[src/rca_pkg.sv]
`timescale 1ns / 1ps

package rca_pkg;

    localparam int SAMPLE_W    = 8;
    localparam int PROD_W      = 2 * SAMPLE_W;
    localparam int LAG_W       = 6;
    localparam int CORR_W      = 30;
    localparam int MAX_ROW_DEF = 64;

    localparam logic [CORR_W-1:0]   CORR_MAX = '1;
    localparam logic [SAMPLE_W-1:0] SCALE    = 8'd255;

endpackage

[src/rca_ram.sv]
`timescale 1ns / 1ps

module rca_ram #(
    parameter int WIDTH = 8,
    parameter int DEPTH = 64
) (
    input  logic                     clk,
    input  logic                     we,
    input  logic [$clog2(DEPTH)-1:0] waddr,
    input  logic [WIDTH-1:0]         wdata,
    input  logic [$clog2(DEPTH)-1:0] raddr,
    output logic [WIDTH-1:0]         rdata
);

    logic [WIDTH-1:0] mem [DEPTH];
    logic [WIDTH-1:0] rdata_reg;

    always_ff @(posedge clk)
    begin
        if (we)
        begin
            mem[waddr] <= wdata;
        end
        rdata_reg <= mem[raddr];
    end

    assign rdata = rdata_reg;

endmodule

[src/row_circular_autocorrelation.sv]
`timescale 1ns / 1ps
// Channel  | Handshake                        | Beat
// ---------+----------------------------------+-------------------------------------------
// sample   | start && !busy                   | pixel_sample, row_end
// result   | result_strobe (one cycle, no stall) | lag_index, scaled_correlation,
//          |                                  | row_overflow, last_lag
//
// Samples without row_end take one cycle each; busy stays low while loading.
// The beat with row_end holds busy high until the last lag is emitted: each lag runs W
// reads of two row store copies through one shared 8x8 multiply-accumulate,
// then drains the read, product and accumulate registers and passes one emit state.
// Each result appears in the cycle after its emit state; the final one with busy low.
// Reset clears the sequencer, sample count and overflow flag; the row store is not cleared.

module row_circular_autocorrelation
    import rca_pkg::*;
#(
    parameter int MAX_ROW = MAX_ROW_DEF
) (
    input  logic                clk,
    input  logic                rst_n,
    input  logic                start,
    output logic                busy,
    input  logic [SAMPLE_W-1:0] pixel_sample,
    input  logic                row_end,
    output logic                result_strobe,
    output logic [LAG_W-1:0]    lag_index,
    output logic [CORR_W-1:0]   scaled_correlation,
    output logic                row_overflow,
    output logic                last_lag
);

    localparam int ADDR_W = $clog2(MAX_ROW);
    localparam int CNT_W  = $clog2(MAX_ROW + 1);
    localparam int ACC_W  = PROD_W + CNT_W;
    localparam int WIDE_W = ACC_W + SAMPLE_W;
    localparam int CMP_W  = (WIDE_W > CORR_W) ? WIDE_W : CORR_W;

    typedef enum logic [1:0] {ST_IDLE, ST_ISSUE, ST_DRAIN, ST_EMIT} state_t;

    state_t              state_reg, state_next;
    logic [CNT_W-1:0]    count_reg, count_next;
    logic [CNT_W-1:0]    w_reg, w_next;
    logic                ovf_reg, ovf_next;
    logic [ADDR_W-1:0]   m_reg, m_next;
    logic [ADDR_W-1:0]   n_reg, n_next;
    logic [ADDR_W-1:0]   j_reg, j_next;
    logic                rd_vld_reg, rd_vld_next;
    logic                rd_last_reg, rd_last_next;
    logic                prod_vld_reg, prod_vld_next;
    logic                prod_last_reg, prod_last_next;
    logic [PROD_W-1:0]   prod_reg, prod_next;
    logic [ACC_W-1:0]    acc_reg, acc_next;
    logic                strobe_reg, strobe_next;
    logic [LAG_W-1:0]    lag_reg, lag_next;
    logic [CORR_W-1:0]   corr_reg, corr_next;
    logic                rovf_reg, rovf_next;
    logic                last_reg, last_next;

    logic                we;
    logic                room;
    logic                n_last;
    logic                j_last;
    logic                m_last;
    logic [SAMPLE_W-1:0] rd_a;
    logic [SAMPLE_W-1:0] rd_b;
    logic [WIDE_W-1:0]   wide;
    logic [CORR_W-1:0]   sat;

    rca_ram #(.WIDTH(SAMPLE_W), .DEPTH(MAX_ROW)) u_ram_a (
        .clk   (clk),
        .we    (we),
        .waddr (count_reg[ADDR_W-1:0]),
        .wdata (pixel_sample),
        .raddr (n_reg),
        .rdata (rd_a)
    );

    rca_ram #(.WIDTH(SAMPLE_W), .DEPTH(MAX_ROW)) u_ram_b (
        .clk   (clk),
        .we    (we),
        .waddr (count_reg[ADDR_W-1:0]),
        .wdata (pixel_sample),
        .raddr (j_reg),
        .rdata (rd_b)
    );

    assign room   = count_reg < CNT_W'(MAX_ROW);
    assign n_last = CNT_W'(n_reg) == (w_reg - CNT_W'(1));
    assign j_last = CNT_W'(j_reg) == (w_reg - CNT_W'(1));
    assign m_last = CNT_W'(m_reg) == (w_reg - CNT_W'(1));

    // (r + 1) * 255 = 256*r - r + 255
    assign wide = {acc_reg, {SAMPLE_W{1'b0}}} - WIDE_W'(acc_reg) + WIDE_W'(SCALE);
    assign sat  = (CMP_W'(wide) > CMP_W'(CORR_MAX)) ? CORR_MAX : CORR_W'(wide);

    always_comb
    begin
        state_next     = state_reg;
        count_next     = count_reg;
        w_next         = w_reg;
        ovf_next       = ovf_reg;
        m_next         = m_reg;
        n_next         = n_reg;
        j_next         = j_reg;
        rd_vld_next    = 1'b0;
        rd_last_next   = 1'b0;
        strobe_next    = 1'b0;
        lag_next       = lag_reg;
        corr_next      = corr_reg;
        rovf_next      = rovf_reg;
        last_next      = last_reg;
        we             = 1'b0;

        prod_vld_next  = rd_vld_reg;
        prod_last_next = rd_last_reg;
        prod_next      = PROD_W'(rd_a) * PROD_W'(rd_b);
        acc_next       = prod_vld_reg ? acc_reg + ACC_W'(prod_reg) : acc_reg;

        case (state_reg)
            ST_IDLE:
            begin
                if (start)
                begin
                    if (room)
                    begin
                        we         = 1'b1;
                        count_next = count_reg + CNT_W'(1);
                    end
                    else
                    begin
                        ovf_next = 1'b1;
                    end
                    if (row_end)
                    begin
                        w_next     = room ? count_reg + CNT_W'(1) : count_reg;
                        m_next     = '0;
                        n_next     = '0;
                        j_next     = '0;
                        acc_next   = '0;
                        state_next = ST_ISSUE;
                    end
                end
            end
            ST_ISSUE:
            begin
                rd_vld_next  = 1'b1;
                rd_last_next = n_last;
                if (n_last)
                begin
                    state_next = ST_DRAIN;
                end
                else
                begin
                    n_next = n_reg + ADDR_W'(1);
                    j_next = j_last ? '0 : j_reg + ADDR_W'(1);
                end
            end
            ST_DRAIN:
            begin
                if (prod_vld_reg && prod_last_reg)
                begin
                    state_next = ST_EMIT;
                end
            end
            ST_EMIT:
            begin
                strobe_next = 1'b1;
                lag_next    = LAG_W'(m_reg);
                corr_next   = sat;
                rovf_next   = ovf_reg;
                last_next   = m_last;
                if (m_last)
                begin
                    count_next = '0;
                    ovf_next   = 1'b0;
                    state_next = ST_IDLE;
                end
                else
                begin
                    m_next     = m_reg + ADDR_W'(1);
                    n_next     = '0;
                    j_next     = m_reg + ADDR_W'(1);
                    acc_next   = '0;
                    state_next = ST_ISSUE;
                end
            end
            default:
            begin
                state_next = ST_IDLE;
            end
        endcase
    end

    always_ff @(posedge clk or negedge rst_n)
    begin
        if (!rst_n)
        begin
            state_reg     <= ST_IDLE;
            count_reg     <= '0;
            w_reg         <= '0;
            ovf_reg       <= 1'b0;
            m_reg         <= '0;
            n_reg         <= '0;
            j_reg         <= '0;
            rd_vld_reg    <= 1'b0;
            rd_last_reg   <= 1'b0;
            prod_vld_reg  <= 1'b0;
            prod_last_reg <= 1'b0;
            prod_reg      <= '0;
            acc_reg       <= '0;
            strobe_reg    <= 1'b0;
            lag_reg       <= '0;
            corr_reg      <= '0;
            rovf_reg      <= 1'b0;
            last_reg      <= 1'b0;
        end
        else
        begin
            state_reg     <= state_next;
            count_reg     <= count_next;
            w_reg         <= w_next;
            ovf_reg       <= ovf_next;
            m_reg         <= m_next;
            n_reg         <= n_next;
            j_reg         <= j_next;
            rd_vld_reg    <= rd_vld_next;
            rd_last_reg   <= rd_last_next;
            prod_vld_reg  <= prod_vld_next;
            prod_last_reg <= prod_last_next;
            prod_reg      <= prod_next;
            acc_reg       <= acc_next;
            strobe_reg    <= strobe_next;
            lag_reg       <= lag_next;
            corr_reg      <= corr_next;
            rovf_reg      <= rovf_next;
            last_reg      <= last_next;
        end
    end

    assign busy               = state_reg != ST_IDLE;
    assign result_strobe      = strobe_reg;
    assign lag_index          = lag_reg;
    assign scaled_correlation = corr_reg;
    assign row_overflow       = rovf_reg;
    assign last_lag           = last_reg;

endmodule

[config.mk]
export PLATFORM = sky130hd
export DESIGN_NAME = row_circular_autocorrelation
export DESIGN_NICKNAME = d
export VERILOG_FILES = /design/src/rca_pkg.sv /design/src/rca_ram.sv /design/src/row_circular_autocorrelation.sv
export SDC_FILE = /design/constraint.sdc
export NUM_CORES = 1
export LEC_CHECK = 0
export BUFFER_PORTS_ARGS = -buffer_cell sky130_fd_sc_hd__buf_2
export CORE_ASPECT_RATIO = 0.9
export CORE_MARGIN = 2
export CORE_UTILIZATION = 50
export DETAILED_ROUTE_END_ITERATION = 7
export GPL_TIMING_DRIVEN = 0
export PLACE_DENSITY = 0.68
export RECOVER_POWER = 50
export SLEW_MARGIN = 0
export SYNTH_ARGS = -nofsm -noshare
export SYNTH_HDL_FRONTEND = slang
export SYNTH_SLANG_ARGS = --single-unit
[constraint.sdc]
create_clock -name clk -period 4.5 [get_ports clk]
set_clock_uncertainty 0.1 [all_clocks]
set_input_delay 1.35 -clock clk [delete_from_list [all_inputs] [get_ports clk]]
set_output_delay 1.35 -clock clk [all_outputs]
set_load 0.02 [all_outputs]
---- Word-level counts from Yosys, hierarchy flattened ----
Memories as Yosys holds them, arrays and structs flattened. A register that Yosys moved wholly into a read port is not among the register bits.
Index checks and enable logic that the tools add are counted.
cells by class
  add/sub/neg operators ................... 8
  multiply operators ...................... 1
  div/mod/pow operators ................... 0
  magnitude comparators ................... 2
  equality and inequality tests ........... 14
  shifts and indexed selects .............. 0
  muxes and demuxes ....................... 38
  bitwise logic cells ..................... 0
  reduce and logical (&&, ||, !) cells .... 11
operator list
  kind                                                                     count
  23-bit two-way mux                                                       4
  23-bit case mux with 2 select lines                                      1
  6-bit two-way mux                                                        7
  6-bit case mux with 3 select lines                                       2
  31-bit by 8-bit adder with 31-bit output (second input constant)         1
  31-bit by 30-bit > comparator with 1-bit output (second input constant)  1
  31-bit by 23-bit subtractor with 31-bit output                           1
  30-bit two-way mux                                                       1
  23-bit by 16-bit adder with 23-bit output                                1
  6-bit by 7-bit equality test with 1-bit output                           3
  7-bit two-way mux                                                        3
  6-bit by 1-bit adder with 6-bit output (second input constant)           3
  8-bit by 8-bit multiplier with 16-bit output                             1
  2-bit != test (second input constant)                                    8
  7-bit case mux with 2 select lines                                       1
  1-bit two-way mux                                                        12
  6-bit case mux with 2 select lines                                       1
  4-bit AND reduction                                                      3
  2-bit two-way mux                                                        4
  2-bit case mux with 4 select lines                                       1
  7-bit by 1-bit adder with 7-bit output (second input constant)           1
  7-bit < comparator (second input constant)                               1
  7-bit by 1-bit subtractor with 7-bit output (second input constant)      1
  3-bit AND reduction                                                      2
  8 further kinds                                                          10
word-level totals
  register bits ........................... 117
  latch bits .............................. 0
  RAM bits ................................ 1024
  bits in read-only memories .............. 0
  input port bits ......................... 12
  output and inout bits ................... 40
  logic and storage cells ................. 94
  memories kept ........................... 2
memories
  name         depth  width  rd ports  clocked after Yosys merged registers in  wr ports  line           RTL
  u_ram_a.mem  64     8      1         1                                        1         rca_ram.sv:15  logic [WIDTH-1:0] mem [DEPTH];
  u_ram_b.mem  64     8      1         1                                        1         rca_ram.sv:15

---- Longest topological paths before layout ----
  word-level depth ........................ 6
  gate-level depth with buffers ........... 17
  mapped depth without buffers ............ 17

---- Hierarchy ----
From an unflattened synthesis, not the netlist that was laid out.
unflattened totals
  cells, all modules ...................... 2853
  area total of the unflattened synthesis .. 49532.5 µm²
modules (own cells, without submodules)
  module                        times used  cells an instance  area an instance (µm²)  seq. area each (µm²)
  rca_ram                       2           940                20166.8                 15534.9
  row_circular_autocorrelation  1           973                9198.8                  2927.8

---- Worst setup path before layout ----
OpenSTA, ideal clock, no wires.
  kind .................................... reg2reg
  from .................................... register u_ram_a.rdata_reg[3], in the netlist u_ram_a.rdata[3], read port of u_ram_a.mem
  to ...................................... register prod_reg[15]
  setup time .............................. 0.080 ns
  arrival time ............................ 3.993 ns
  data required time ...................... 4.320 ns
  slack ................................... 0.327 ns
  stages on the path, launching flop included .. 16
  path buffers ............................ 0
  period minus slack after synthesis ...... 4.173 ns
  path through ............................ dfxtp_1 and2_1 fa_1 fa_1 inv_1 fa_1 fa_1 inv_1 ha_1 o21a_1 o21ai_0 nand2b_1 a31o_2 a41o_1 o41ai_1 xnor2_1
between the ends
  longest elaborated chain between the ends .. 1
ends and longest elaborated chain
  element                                       line                                 RTL
  start: declaration                            rca_ram.sv:16                        logic [WIDTH-1:0] rdata_reg;
  8-bit by 8-bit multiplier with 16-bit output  row_circular_autocorrelation.sv:117  prod_next = PROD_W'(rd_a) * PROD_W'(rd_b);
  net prod_next[15]                             row_circular_autocorrelation.sv:52   logic [PROD_W-1:0] prod_reg, prod_next;
  end signal: assignment                        row_circular_autocorrelation.sv:231  prod_reg <= prod_next;
  end: declaration                              row_circular_autocorrelation.sv:52
The timed path passes the listed nets, and every way through them passes these cells.
A chain may end at the register's enable or synchronous reset.

---- Worst setup path in the final report ----
  from .................................... register u_ram_a.rdata_reg[7], in the netlist u_ram_a.rdata[7], read port of u_ram_a.mem
  to ...................................... register prod_reg[15]
Same word-level chain as after synthesis.

==> impl_metrics.py <==
metrics = {
    "worst_hold_path": {
        "min_path_cells": 0,
        "hold_path_class": "reg -> reg",
        "worstHoldStart": "prod_last_next",
    },
    "status": {
        "status": "finished, violations left",
        "violations": "capacitance limit, slew limit",
    },
    "critical_path": {
        "cp-start-kind": "flip-flop",
        "cp_max_fo": 8,
        "max_stage_delay_ns": 0.50,
        "critPathBufInv": 2,
        "startpoint": "u_ram_a.rdata[7]",
        "cp_top_family": "adder cells",
        "reg2reg_from": "u_ram_a.rdata[7]",
        "r2r_setup_slack_ns": 0.19,
        "crit_cells": 13,
        "worstPathArrival_ns": 4.70,
        "criticalPathCategory": "reg -> reg",
        "worst_path_most_repeated_cell": "fa_1",
        "worstPathRequired_ns": 4.89,
        "crit_path_top_delay_cell": "fa_1",
        "worst-r2r-cell-count": 13,
        "crit_chain": "and2_1 -> fa_1 -> fa_1 -> fa_1 -> inv_1 -> fa_1 -> inv_1 -> ha_1 -> a21o_1 -> a31o_2 -> a41o_1 -> o41ai_2 -> xnor2_1",
        "end_kind": "flip-flop",
    },
    "cells_and_area": {
        "mostFrequentLayoutCell": "edfxtp_1",
        "final_cells": 3354,
        "areaGrowthSynthToFinish_pct": 10.8,
        "largest_register_ffs": 504,
        "final_nets": 2580,
        "nFillCells": 5232,
        "drive_gt1_share_pct": 18.3,
        "final_cell_mix": "512 x edfxtp_1, 240 x mux4_2, 220 x nor2_1",
    },
    "cts": {
        "cts_buffers": 69,
        "clk_latency_ns": 0.62,
        "cts_tree": "built",
        "clkSinkCount": 645,
        "path_clk_slew_ns": 0.06,
        "root_buffer": "clkbuf_16",
        "clockBufferDepth": 3,
        "htree_levels": 3,
    },
    "floorplanning": {
        "die_area_um2": 69300,
        "die_x_um": 277,
        "start_util_pct": 50.3,
        "dieHeight_um": 250,
        "core_area_um2": 66800,
        "io_pins": 52,
        "rows": 90,
    },
    "yosys": {
        "synth_top_cell_by_area": "edfxtp_1",
        "synth.top_cells.by_area": "edfxtp_1 46%, mux4_2 16%, dfrtp_1 8.7%",
        "async_flop_share_pct": 18.1,
        "syn_inst": 2302,
        "ys_ff_latch": 645,
        "synth_edf_count": 512,
        "yosysWarnings": 0,
        "synth_area_per_cell_um2": 14.6,
        "ys.flop_type": "edfxtp_1",
        "syn_area_um2": 33600,
        "synth_nets": 2455,
        "synth.distinct_cells": 66,
        "yosysTopAreaCellShare_pct": 45.8,
        "ys_seq_area_share_pct": 55.5,
    },
    "pwr": {
        "intPower_uw": 16200,
        "leakagePower_uw": 0.0127,
        "peakVddDrop_mv": 1.46,
        "combPwrFrac_pct": 52.3,
        "pwr-share-clk_pct": 20.2,
        "power_density_nw_per_um2": 732,
        "p_sw_share_pct": 40.4,
        "power_frac_seq_pct": 27.5,
        "netSwitchingPower_uw": 11000,
    },
    "sta": {
        "holdWs_ns": 0.241,
        "slew_viol_final": 569,
        "fin_crit_ns": 4.31,
        "rsz0062_at_grt": "false",
        "slew_headroom_pct": -119,
        "worstMarginPinSlew_ns": 3.29,
        "setup_viol": 0,
        "fin_crit_sh_pct": 95.8,
        "fmax_mhz": 232,
        "hold_viol": 0,
    },
    "global_routing": {
        "grt_usage_pct": 27.3,
        "grt_pass1_wl_mm": 139,
        "grt_max_degree": 70,
        "grt_pass1_vias": 21624,
        "grt.overflow.total": 0,
        "antenna_found_initial": 2,
    },
    "job": {
        "maxCapViolCount": 9,
    },
    "place": {
        "post-place-cells": 3229,
        "dp_hpwl_mm": 66.8,
        "place_congestion": 0.966,
        "io_buffers": 51,
    },
    "routing": {
        "num_vias": 21861,
        "wire_per_inst_um": 28.0,
        "drc": 0,
        "drtAntennaViolNets": 0,
        "wirelength_mm": 94.0,
        "via_per_inst": 6.52,
        "drtIter0Drc": 2811,
        "dr.pass1.iters": 8,
    },
}
## metrics by stage
stage | TNS (ns) | total power [µW] | utilization (%) | worst slack (ns) | area, µm²
3_5_place_dp | -0.0721 | 21200 | 52.4 | -0.0721 | 35000
6_report | 0 | 27200 | 55.7 | 0.191 | 37200
4_1_cts | 0 | 26700 | 55.6 | 0.0152 | 37100
2_1_floorplan | 0 | 17400 | - | 0.327 | 33600
5_1_grt | 0 | 29000 | 55.7 | 0.00859 | 37200
3_3_place_gp | -0.0357 | 20900 | 52.3 | -0.0357 | 34900
## Yosys cell counts (all sizes together) (3+ instances only)
| library cell | n |
|---|---|
| nand2 | 111 |
| a41o | 3 |
| nand2b | 9 |
| a211o | 3 |
| dfrtp | 117 |
| a41oi | 6 |
| nor2 | 220 |
| o211ai | 5 |
| or3 | 10 |
| fa | 38 |
| mux4 | 240 |
| a31o | 3 |
| nor2b | 10 |
| a21o | 15 |
| nor4 | 4 |
| nand3 | 16 |
| nor3b | 4 |
| mux2i | 139 |
| o41ai | 5 |
| o22ai | 32 |
| inv | 85 |
| o21a | 8 |
| o21ai | 89 |
| a211oi | 11 |
| a22o | 5 |
| o221ai | 34 |
| and2 | 58 |
| xnor2 | 39 |
| o21bai | 3 |
| a21oi | 79 |
| xor2 | 22 |
| nor3 | 22 |
| edfxtp | 512 |
| a311oi | 3 |
| and3 | 7 |
| or2 | 10 |
| nand3b | 4 |
| clkbuf | 85 |
| nand4 | 3 |
| dfxtp | 16 |
| mux2 | 14 |
| a31oi | 30 |
| buf | 47 |
| ha | 103 |
## final cells by class
cell class              count  area, µm²  share of cell area [%]
inverters                  85        319                   0.858
clock inverters            34        269                   0.723
flip-flops and latches    645      18700                    50.1
multi-input cells        1440      14200                    38.1
well taps                 874       1090                    2.94
repair buffers             54        285                   0.767
diodes                      1       2.50                 0.00673
clock buffers              89       1890                    5.07
plain buffers             132        524                    1.41
## cell families (layout without fill, tap and decap cells)
family / count (synthesis) / after routing / share of synthesized area, %
flops: 645 / 645 / 55.5
simple gates: 493 / 493 / 6.69
mux: 393 / 393 / 20.7
compound gates: 348 / 348 / 6.67
buf+inv: 217 / 394 / 2.51
fa+ha+maj: 141 / 141 / 6.10
xor+xnor: 65 / 65 / 1.87
other cells: 0 / 1 / 0
## routing by layer
layer / track usage (%) / routed length, µm
met1: 38.5 / 37400
met2: 40.9 / 41900
met3: 6.70 / 10500
met4: 11.4 / 4200
met5: 0 / 11
## final timing paths
check	end
max	prod_reg[15]
min reg2reg	prod_last_reg
min	prod_last_reg
max reg2reg	prod_reg[15]
min in group asynchronous	last_lag
max in group asynchronous	ovf_reg
## power groups by stage
| stage | clock network, µW | registers [µW] | logic [µW] |
|---|---|---|---|
| CTS | 5550 | 7460 | 13700 |
| floorplan | 0 | 7520 | 9850 |
| finish | 5510 | 7500 | 14200 |
| global route | 5790 | 7550 | 15600 |
| detailed placement | 0 | 7570 | 13600 |
| global placement | 0 | 7560 | 13300 |
## timing repair
action / 4_1_cts / 5_1_grt
resized for setup: 5 / 21
hold buffers: 0 / 0
cloned: 0 / 0
setup endpoints to repair: 1 / 2
setup buffers: 0 / 1
pin swaps: 1 / 5
Power figures use the tool's default switching activity.
